### config.mk
export PLATFORM = sky130hd
export DESIGN_NAME = dcfc_ctrl
export DESIGN_NICKNAME = d
export VERILOG_FILES = /design/src/rtl/dcfc_pkg.sv /design/src/rtl/dcfc_ctrl.sv
export SDC_FILE = /design/constraint.sdc
export NUM_CORES = 1
export LEC_CHECK = 0
export BUFFER_PORTS_ARGS = -buffer_cell sky130_fd_sc_hd__buf_2
export CAP_MARGIN = 40
export CELL_PAD_IN_SITES_DETAIL_PLACEMENT = 1
export CELL_PAD_IN_SITES_GLOBAL_PLACEMENT = 2
export CORE_MARGIN = 5
export CORE_UTILIZATION = 24
export CTS_CLUSTER_DIAMETER = 50
export DETAILED_ROUTE_END_ITERATION = 12
export GPL_TIMING_DRIVEN = 1
export MAX_ROUTING_LAYER = met4
export PLACE_DENSITY = 0.91
export SLEW_MARGIN = 10
export SYNTH_ARGS = -nofsm -noshare
export SYNTH_HDL_FRONTEND = slang
export SYNTH_SLANG_ARGS = --single-unit
### constraint.sdc
create_clock -name clk -period 2.55 [get_ports clk]
set_input_delay 0.1275 -clock clk [delete_from_list [all_inputs] [get_ports clk]]
set_output_delay 0.1275 -clock clk [all_outputs]
set_load 0.02 [all_outputs]
### src/rtl/dcfc_pkg.sv
// Shared types and constants for the distinct color Fenwick counter.
package dcfc_pkg;

  localparam int COUNT_W = 11;
  localparam int WALK_W  = COUNT_W + 1;

  typedef logic [COUNT_W-1:0] count_t;
  typedef logic [WALK_W-1:0]  walk_pos_t;

  localparam count_t SIZE_RESET = 11'd1024;

  typedef enum logic [1:0] {
    OP_COLORIZE = 2'd0,
    OP_PREFIX   = 2'd1,
    OP_SUFFIX   = 2'd2,
    OP_NOP      = 2'd3
  } opcode_t;

  typedef enum logic [1:0] {
    WALK_REMOVE = 2'd0,
    WALK_ADD    = 2'd1,
    WALK_QUERY  = 2'd2
  } walk_sel_t;

  typedef enum logic [2:0] {
    ST_CLEAR,
    ST_IDLE,
    ST_LOOKUP,
    ST_REMOVE,
    ST_ADD,
    ST_QUERY,
    ST_FINISH
  } ctrl_state_t;

  // Commands from the controller to the datapath
  typedef struct packed {
    logic      clear_step;
    logic      capture;
    logic      walk_start;
    walk_sel_t walk_sel;
    logic      walk_run;
    logic      color_write;
    logic      result_load;
  } dp_cmd_t;

  // Status from the datapath to the controller
  typedef struct packed {
    logic    clear_done;
    logic    item_ok;
    logic    prev_valid;
    logic    walk_busy;
    opcode_t op;
  } dp_sts_t;

endpackage

### src/rtl/dcfc_ctrl.sv
// Controller: sequences clear, lookup, tree walks and result hand-off.
module dcfc_ctrl (
  input  logic              clk,
  input  logic              rst_n,
  input  logic              in_valid,
  output logic              in_ready,
  output logic              out_valid,
  input  logic              out_ready,
  input  dcfc_pkg::dp_sts_t sts,
  output dcfc_pkg::dp_cmd_t cmd
);
  import dcfc_pkg::*;

  ctrl_state_t state_r;
  ctrl_state_t state_nxt;
  logic        out_valid_r;
  logic        out_valid_nxt;
  logic        is_query;

  assign is_query = (sts.op == OP_PREFIX) || (sts.op == OP_SUFFIX);

  // Next state
  always_comb begin
    state_nxt = state_r;
    case (state_r)
      ST_CLEAR: begin
        if (sts.clear_done) state_nxt = ST_IDLE;
      end
      ST_IDLE: begin
        if (in_valid) state_nxt = ST_LOOKUP;
      end
      ST_LOOKUP: begin
        if (sts.item_ok) begin
          state_nxt = sts.prev_valid ? ST_REMOVE : ST_ADD;
        end else if (is_query) begin
          state_nxt = ST_QUERY;
        end else begin
          state_nxt = ST_FINISH;
        end
      end
      ST_REMOVE: begin
        if (!sts.walk_busy) state_nxt = ST_ADD;
      end
      ST_ADD, ST_QUERY: begin
        if (!sts.walk_busy) state_nxt = ST_FINISH;
      end
      ST_FINISH: begin
        if (!out_valid_r || out_ready) state_nxt = ST_IDLE;
      end
      default: state_nxt = ST_IDLE;
    endcase
  end

  // Outputs
  always_comb begin
    cmd          = '0;
    cmd.walk_sel = WALK_ADD;
    in_ready     = 1'b0;
    case (state_r)
      ST_CLEAR: cmd.clear_step = 1'b1;
      ST_IDLE: begin
        in_ready    = 1'b1;
        cmd.capture = in_valid;
      end
      ST_LOOKUP: begin
        if (sts.item_ok) begin
          cmd.color_write = 1'b1;
          cmd.walk_start  = 1'b1;
          cmd.walk_sel    = sts.prev_valid ? WALK_REMOVE : WALK_ADD;
        end else if (is_query) begin
          cmd.walk_start = 1'b1;
          cmd.walk_sel   = WALK_QUERY;
        end
      end
      ST_REMOVE: begin
        cmd.walk_run = 1'b1;
        if (!sts.walk_busy) begin
          cmd.walk_start = 1'b1;
          cmd.walk_sel   = WALK_ADD;
        end
      end
      ST_ADD, ST_QUERY: cmd.walk_run = 1'b1;
      ST_FINISH: cmd.result_load = !out_valid_r || out_ready;
      default: cmd = '0;
    endcase
  end

  // Result valid: set on load, drop on transfer
  always_comb begin
    if (cmd.result_load) begin
      out_valid_nxt = 1'b1;
    end else if (out_ready) begin
      out_valid_nxt = 1'b0;
    end else begin
      out_valid_nxt = out_valid_r;
    end
  end

  always_ff @(posedge clk) begin
    if (!rst_n) begin
      state_r     <= ST_CLEAR;
      out_valid_r <= 1'b0;
    end else begin
      state_r     <= state_nxt;
      out_valid_r <= out_valid_nxt;
    end
  end

  assign out_valid = out_valid_r;

endmodule

### Word level (Yosys, flattened, before mapping)

Index checks and enable logic that the tools add are counted.

* bits in registers: 4
* output and inout port bits: 10

* eq/ne operators: 13
* multiplexer cells: 23
* reduce and logical (&&, ||, !) cells: 9

Operators by type and width (number)
* $mux W3: 10
* $pmux W3 S6: 1
* $mux W1: 10
* $ne A2 B2 Y1 const B: 5
* $eq A3 B3 Y1 const B: 3
* $pmux W3 S3: 1
* $eq A3 B2 Y1 const B: 2
* $reduce_and A5 Y1: 1
* $reduce_or A5 Y1: 1
* $eq A3 B1 Y1 const B: 1
* $logic_not A3 Y1: 1
* $reduce_or A3 Y1: 1
* $eq A2 B1 Y1 const B: 1
* $eq A2 B2 Y1 const B: 1
* $logic_or A1 B1 Y1: 2
* $mux W2: 1
* $reduce_bool A2 Y1: 1
* $reduce_or A2 Y1: 1
* $logic_not A1 Y1: 1

### Depth between registers and ports, before layout

Gate-level depths: netlist of run 1.

* depth in word-level cells: 5
* depth in mapped cells: 4
* mapped depth without buffers: 3

### Worst setup path before layout of run 1

OpenSTA, ideal clock, no wires.

* path kind: flip-flop to output port
* start: reg state_r[0]
* end: out cmd[3] in the netlist's numbering
* arrival: 1.285 ns
* path slack: 1.138 ns
* cell stages (with the launch flop): 5
* buffers on the path: 1
* path through: dfxtp_1 -> buf_2 -> nor2_1 -> o211a_1 -> o21ai_0

RTL lines
* start: declaration: RTL line dcfc_ctrl.sv:14 `ctrl_state_t state_r;`
* start signal: assignment: RTL line dcfc_ctrl.sv:104 `state_r <= state_nxt;`
* end: declaration: RTL line dcfc_ctrl.sv:10 `output dcfc_pkg::dp_cmd_t cmd`

==> impl_results.md, run 1 <==
- Max Clk Rate: 0.626 GHz
- Routed via count: 461
- Most frequent cell after synthesis: dfxtp_1
- Max FO, Critical Path: 16
- # resized after CTS: 0
- Cell family with most CP delay: flip-flops
- Largest net degree at the start of global routing: 17
- Ys async rst share: 0%
- Total power: 559 uW
- Die W: 51.4 um
- Seq. cell area: 80.1 um^2
- Num rows: 15
- Mapped Nets: 62
- Area growth syn-to-layout: 28.4%
- Die area: 2640 um^2
- Num CTS Buffers: 3
- CP cell instances: nor3b_4, nand2_1, nor2_1, buf_2
- CP endpoint kind: output port
- VDD IR max: 0.000270 V
- Area of the multi-input gates: 297 um^2
- Fillers: 217
- GR Util All Layers: 10.8%
- First-pass GRT wire length: 2120 um
- CTS Root Buffer Type: clkbuf_4
- Initial antenna violation count: 0
- Boundary pin count: 20
- Initial core utilization: 24.6%
- Max H-tree Level: 1
- WP data arrival: 1.47 ns
- P_leak: 0.238 nW
- Grt total ovfl: 0
- Most used DFF post-synth: dfxtp_1
- Final wirelength: 1140 um
- CTS clock-pin slew for the worst setup and hold paths: 0.04 ns
- Cell count after placement: 84
- WP data required: 2.42 ns
- Clock Tree Buf Depth: 2
- Clk_lat worst skew: 0.24 ns
- Final slew viol count: 0
- Kind of start point of the critical path: flip-flop
- Power Dens Cells: 1060 nW/um^2
- Syn avg cell area: 7.89 um^2
- Mapped Area: 410 um^2
- Starting DRT DRC Count: 7
- CTS tree: done
- Synth warn: 0
- Number of synthesized flops with an enable pin: 0
- Buf/Inv on CP: 1
- NumNets Final: 82
- Drt first pass iters: 5
- Final min period: 1.60 ns
- Critical path class: reg2out
- # hold bufs at CTS: 0
- RSZ-0062 raised after global routing: no
- Slowest cell on the critical path: dfxtp_1
- Setup bufs post-CTS: 0
- Max-Cap Viols: 0
- ANT cells: 0
- Area leader, netlist: dfxtp_1
- Slew @ Worst Pin: 0.526 ns
- Synth Register Bits: 4
- Clock sink count: 4
- RD Place Congestion: 0.745
- Antenna Nets Post-Route: 0
- Rel. slew slack: 64.9%
- Chip Height: 51.4 um
- Layout cells sized above 1: 38.6%
- Area contributors post-synth: dfxtp_1, nand3b_1, o211a_1
- Mapped Cells: 52
- Skew final: 0.00272 ns
- Core Footprint: 1670 um^2
- Avg WL per Cell: 13.1 um
- Result of the run: finished clean
- Min-delay worst type: in2reg
- Tcrit/Tclk final: 62.6%
- DRC: 0
- Synth top area share: 19.5%
- Hpwl dp: 906 um
- Number of global-route vias before repair: 454
- Via density per instance: 5.30
- Post-Layout Cell Count: 87
- IO buf count: 19
- Register area share after synthesis: 19.5%
- Setup_tns: 0 ns
- Critical Path Max Stage Delay: 0.58 ns
- Hold Violations, Final: 0
- Final setup fails: 0
- Unique masters post-synth: 30
layout make-up:
type                    count  area share, %
repair buffers             19           18.1
multi-input cells          41           56.3
well taps                  17           4.04
flip-flops and latches      4           15.2
clock buffers               3           4.28
inverters                   3           2.14
worst min-delay path, delay by kind of cell:
| family | cells | cell delay, ns |
|---|---|---|
| buf+inv | 1 | 0.09 |
| compound gates | 1 | 0.08 |
| simple gates | 1 | 0.04 |
metrics by stage:
step                setup WS [ns]  util [%]  hold slack, ns  cell area (um^2)
finish                      0.953      31.5           0.147               527
global route                0.796      31.5           0.159               527
CTS                         0.932      31.5           0.147               527
detailed placement           1.09      30.2           0.398               504
global placement             1.15      30.2           0.389               504
floorplan                    1.14         -           0.272               410
placed cells by master, fill, tap and decap left out, types with 2 or more instances in the layout:
cell type | synthesis | final
dfxtp_1 | 4 | 4
buf_2 | 3 | 19
nand2_1 | 3 | 3
o211ai_1 | 2 | 2
nor3_1 | 3 | 3
a211oi_1 | 2 | 2
nor2b_1 | 2 | 2
nand2b_1 | 3 | 3
o21ai_0 | 2 | 2
nor2_1 | 2 | 2
nand3b_1 | 3 | 3
clkbuf_4 | 0 | 3
o211a_1 | 2 | 2
a311oi_1 | 2 | 2
and2_1 | 2 | 2
inv_1 | 2 | 2
worst paths after layout:
| path | from | endpoint | slack, ns | cells past startpoint |
|---|---|---|---|---|
| setup reg to reg | state_r[2] | state_r[1] | 1.10 | 3 |
| setup / recovery | state_r[1] | cmd[4] | 0.95 | 4 |
| hold / removal | rst_n | state_r[1] | 0.15 | 3 |
| hold reg to reg | out_valid | out_valid | 0.57 | 2 |
metal layers:
metal  vias to the layer above  wire, um  track usage [%]
met5                         -         0                -
met4                         0         0             5.24
met3                         0        52             2.04
met2                        13       537             16.7
met1                       216       554             13.5
li1                        232         -                -
state kept, by name, summed over array words and instances, names as in the netlist:
| signal | cells |
|---|---|
| out_valid | 1 |
| state_r | 3 |
cells by family (layout without fill, tap and decap cells):
| kind of cell | count (synthesis) | in the layout | share of synthesized area, % |
|---|---|---|---|
| xor gates and xnor gates | 1 | 1 | 2.13 |
| buffers and inverters | 7 | 25 | 8.23 |
| AOI/OAI and AO/OA | 17 | 17 | 33.2 |
| and+or+nand+nor | 23 | 23 | 36.9 |
| DFF | 4 | 4 | 19.5 |
report_power, final:
part / internal [mW] / switching, mW / leakage, nW / total [mW]
Combinational: 0.149 / 0.165 / 0.192 / 0.314
Sequential: 0.0844 / 0.0797 / 0.0328 / 0.164
Clock: 0.0528 / 0.0280 / 0.0138 / 0.0808
Power figures use the tool's default switching activity.
==> run 2, diff against run 1 <==
--- a/config.mk
+++ b/config.mk
@@ -5,17 +5,18 @@
 export SDC_FILE = /design/constraint.sdc
 export NUM_CORES = 1
 export LEC_CHECK = 0
+export ABC_AREA = 1
 export BUFFER_PORTS_ARGS = -buffer_cell sky130_fd_sc_hd__buf_2
 export CAP_MARGIN = 40
 export CELL_PAD_IN_SITES_DETAIL_PLACEMENT = 1
 export CELL_PAD_IN_SITES_GLOBAL_PLACEMENT = 2
 export CORE_MARGIN = 5
-export CORE_UTILIZATION = 24
+export CORE_UTILIZATION = 17
 export CTS_CLUSTER_DIAMETER = 50
 export DETAILED_ROUTE_END_ITERATION = 12
 export GPL_TIMING_DRIVEN = 1
 export MAX_ROUTING_LAYER = met4
-export PLACE_DENSITY = 0.91
+export PLACE_DENSITY = 0.82
 export SLEW_MARGIN = 10
 export SYNTH_ARGS = -nofsm -noshare
 export SYNTH_HDL_FRONTEND = slang
==> constraint.sdc (replaced) <==
create_clock -name clk -period 1.4 [get_ports clk]
set_input_delay 0.07 -clock clk [delete_from_list [all_inputs] [get_ports clk]]
set_output_delay 0.07 -clock clk [all_outputs]
set_load 0.02 [all_outputs]
==> impl_results.md, run 2 <==
- Max-Cap Viols: 0 (unchanged)
- Drt first pass iters: 4 (-1)
- Num CTS Buffers: 3 (unchanged)
- Setup_tns: 0 ns (unchanged)
- Largest net degree at the start of global routing: 12 (-5)
- Most frequent cell after synthesis: nand2_1
- Max H-tree Level: 1 (unchanged)
- Cell family with most CP delay: flip-flops
- Largest family of logic cells by synthesized area: simple AND/OR/NAND/NOR gates
- Mapped Area: 402 um^2 (-2.1%)
- Reg2Reg Setup Slack: 0.23 ns (-0.87 ns)
- Largest register by flop count: state_r
- Final setup fails: 0 (unchanged)
- Kind of start point of the critical path: flip-flop
- Antenna Nets Post-Route: 0 (unchanged)
- Buf/Inv on CP: 3 (+2)
- Sw power: 443 uW (+63%)
- Final slew viol count: 0 (unchanged)
- RD Place Congestion: 0.721 (-3.3%)
- Starting DRT DRC Count: 3 (-4)
- CTS tree: done
- Mux cell area share after synthesis: 0% (unchanged)
- Area leader, netlist: nand2_1
- Clock power frac: 15.6% (+1.1 points)
- Ys async rst share: 0% (unchanged)
- Cell count after placement: 122 (+45%)
- Layout cells sized above 1: 37.8% (-0.82 points)
- Die W: 58.6 um (+14%)
- Hold Violations, Final: 0 (unchanged)
- Skew final: 0.00457 ns (+0.00185 ns)
- Rel. slew slack: 84.7% (+20 points)
- P_leak: 0.318 nW (+33%)
- Seq. cell area: 86.3 um^2 (+7.8%)
- Core Footprint: 2230 um^2 (+34%)
- Max FO, Critical Path: 7 (-9)
- Most used DFF post-synth: dfxtp_1
- Mapped Cells: 76 (+46%)
- Chip Height: 58.6 um (+14%)
- Critical Path Max Stage Delay: 0.36 ns (-0.22 ns)
- Register area share after synthesis: 19.9% (+0.43 points)
- Clock sink count: 4 (unchanged)
- Internal: 447 uW (+56%)
- Most frequent cells in the layout: nand2_1, buf_2, nor2_1
- Hpwl dp: 1010 um (+11%)
- Final min period: 1.30 ns
- Combinational power share: 61.2% (+5.0 points)
- Via density per instance: 4.01 (-24%)
- CP endpoint kind: output port
- Routed via count: 505 (+9.5%)
- Die area: 3430 um^2 (+30%)
- Slowest cell on the critical path: dfxtp_2
- Post-Synth Adder-Cell Area: 0% (unchanged)
- WP data required: 1.33 ns (-1.09 ns)
- CP cell instances: inv_4, nand2_1, nor2_2, inv_1, o21ai_0, buf_2
- Syn avg cell area: 5.28 um^2 (-33%)
- Synth Register Bits: 4 (unchanged)
- NumNets Final: 110 (+34%)
- Synth warn: 0 (unchanged)
- DRC: 0 (unchanged)
- XOR/XNOR share of the synthesized area: 0% (-2.1 points)
- ANT cells: 0 (unchanged)
- Synth top area share: 20.6% (+1.0 points)
- Reg power frac: 23.3% (-6.1 points)
- Mapped Nets: 86 (+39%)
- Boundary pin count: 20 (unchanged)
- VDD IR max: 0.000511 V (+89%)
- Area of the multi-input gates: 265 um^2 (-11%)
- Synth top cells by count: nand2_1, nor2_1, inv_1, nand3_1
- CTS clock-pin slew for the worst setup and hold paths: 0.04 ns (about the same)
- GR Util All Layers: 7.79% (-3.0 points)
- First-pass GRT wire length: 2040 um (-3.9%)
- Area growth syn-to-layout: 43.6%
- WP data arrival: 1.23 ns (-0.24 ns)
- Avg WL per Cell: 9.85 um (-25%)
- Hold WS: 0.0655 ns (-0.0810 ns)
- Post-Layout Cell Count: 126 (+45%)
- Grt total ovfl: 0 (unchanged)
- Critical path class: reg2out
- Result of the run: finished clean
- Initial antenna violation count: 0 (unchanged)
- Total power: 890 uW (+59%)
- Clock Tree Buf Depth: 2 (unchanged)
- Number of global-route vias before repair: 496 (+9.3%)
- Compound-gate portion of the synthesized area: 9.66% (-24 points)
- Power Dens Cells: 1540 nW/um^2 (+45%)
- Number of synthesized flops with an enable pin: 0 (unchanged)
- CTS Root Buffer Type: clkbuf_4
- Synth Area in Simple Gates: 52.6% (+16 points)
- Post-DP Area: 526 um^2 (+4.2%)
- Initial core utilization: 18.0% (-6.6 points)
- Max Clk Rate: 0.770 GHz
- Fillers: 315 (+45%)
- Net Sw Frac: 49.8% (+1.0 points)
- Min-delay worst type: in2reg
- Slew @ Worst Pin: 0.228 ns (-0.299 ns)
- Area contributors post-synth: nand2_1, dfxtp_1, nor2_1
- Num rows: 17 (+2)
- IO buf count: 19 (unchanged)
- Commonest non-fill, non-tap cell in the layout: nand2_1
- Tcrit/Tclk final: 92.7%
- Unique masters post-synth: 16 (-47%)
- Final wirelength: 1240 um (+8.5%)
- Clk_lat worst skew: 0.23 ns (about the same)
- RSZ-0062 raised after global routing: no
- Design Area, Final: 577 um^2 (+9.5%)
- Largest register FFs: 3 (unchanged)
==> run 2: worst min-delay path, stage by stage <==
cell     delay [ns]
buf_2          0.10
nand2_1        0.05
nor2_1         0.03
==> run 2: cell families after synthesis <==
| logic type | count (synthesis) |
|---|---|
| buffers and inverters | 16 |
| and+or+nand+nor | 49 |
| AOI/OAI and AO/OA | 7 |
| DFF | 4 |
==> run 2: final cells by class <==
class                   instances  area share, %
clock buffers                   3           3.90
inverters                      14           9.98
multi-input cells              56           46.0
flip-flops and latches          4           15.0
well taps                      28           6.07
repair buffers                 21           19.1
==> run 2: routing by layer <==
metal / wire length, um / vias to the layer above / track usage [%]
met3: 55 / 2 / 1.75
li1: - / 278 / -
met1: 558 / 213 / 9.02
met2: 607 / 12 / 13.1
met4: 19 / 0 / 2.91
met5: 0 / - / -
==> run 2: power groups by stage <==
| stage | Clock [mW] | Combinational (mW) | Sequential, mW |
|---|---|---|---|
| 6_report | 0.139 | 0.545 | 0.207 |
| 4_1_cts | 0.146 | 0.531 | 0.194 |
| 2_1_floorplan | 0 | 0.374 | 0.170 |
| 3_3_place_gp | 0 | 0.496 | 0.190 |
| 3_5_place_dp | 0 | 0.501 | 0.191 |
| 5_1_grt | 0.158 | 0.615 | 0.217 |
==> run 2: stage by stage <==
step / setup WS [ns] / utilization [%]
floorplan: 0.134 / -
global placement: 0.0686 / 23.5
detailed placement: 0.0416 / 23.5
CTS: 0.0115 / 25.0
global route: 0.0178 / 25.8
finish: 0.102 / 25.8
==> run 2: worst paths after layout <==
check,depth (start not counted),from,to
setup / recovery,6,state_r[2],cmd[5]
hold / removal,3,rst_n,state_r[0]
setup reg to reg,8,state_r[1],state_r[2]
hold reg to reg,2,state_r[2],state_r[2]
==> run 2: repair_timing <==
item / 4_1_cts / 5_1_grt
setup buffers: 1 / 0
endpoints found under the hold margin: 0 / 0
setup endpoints to repair: 2 / 2
hold buffers: 0 / 0
gates resized for setup: 4 / 6
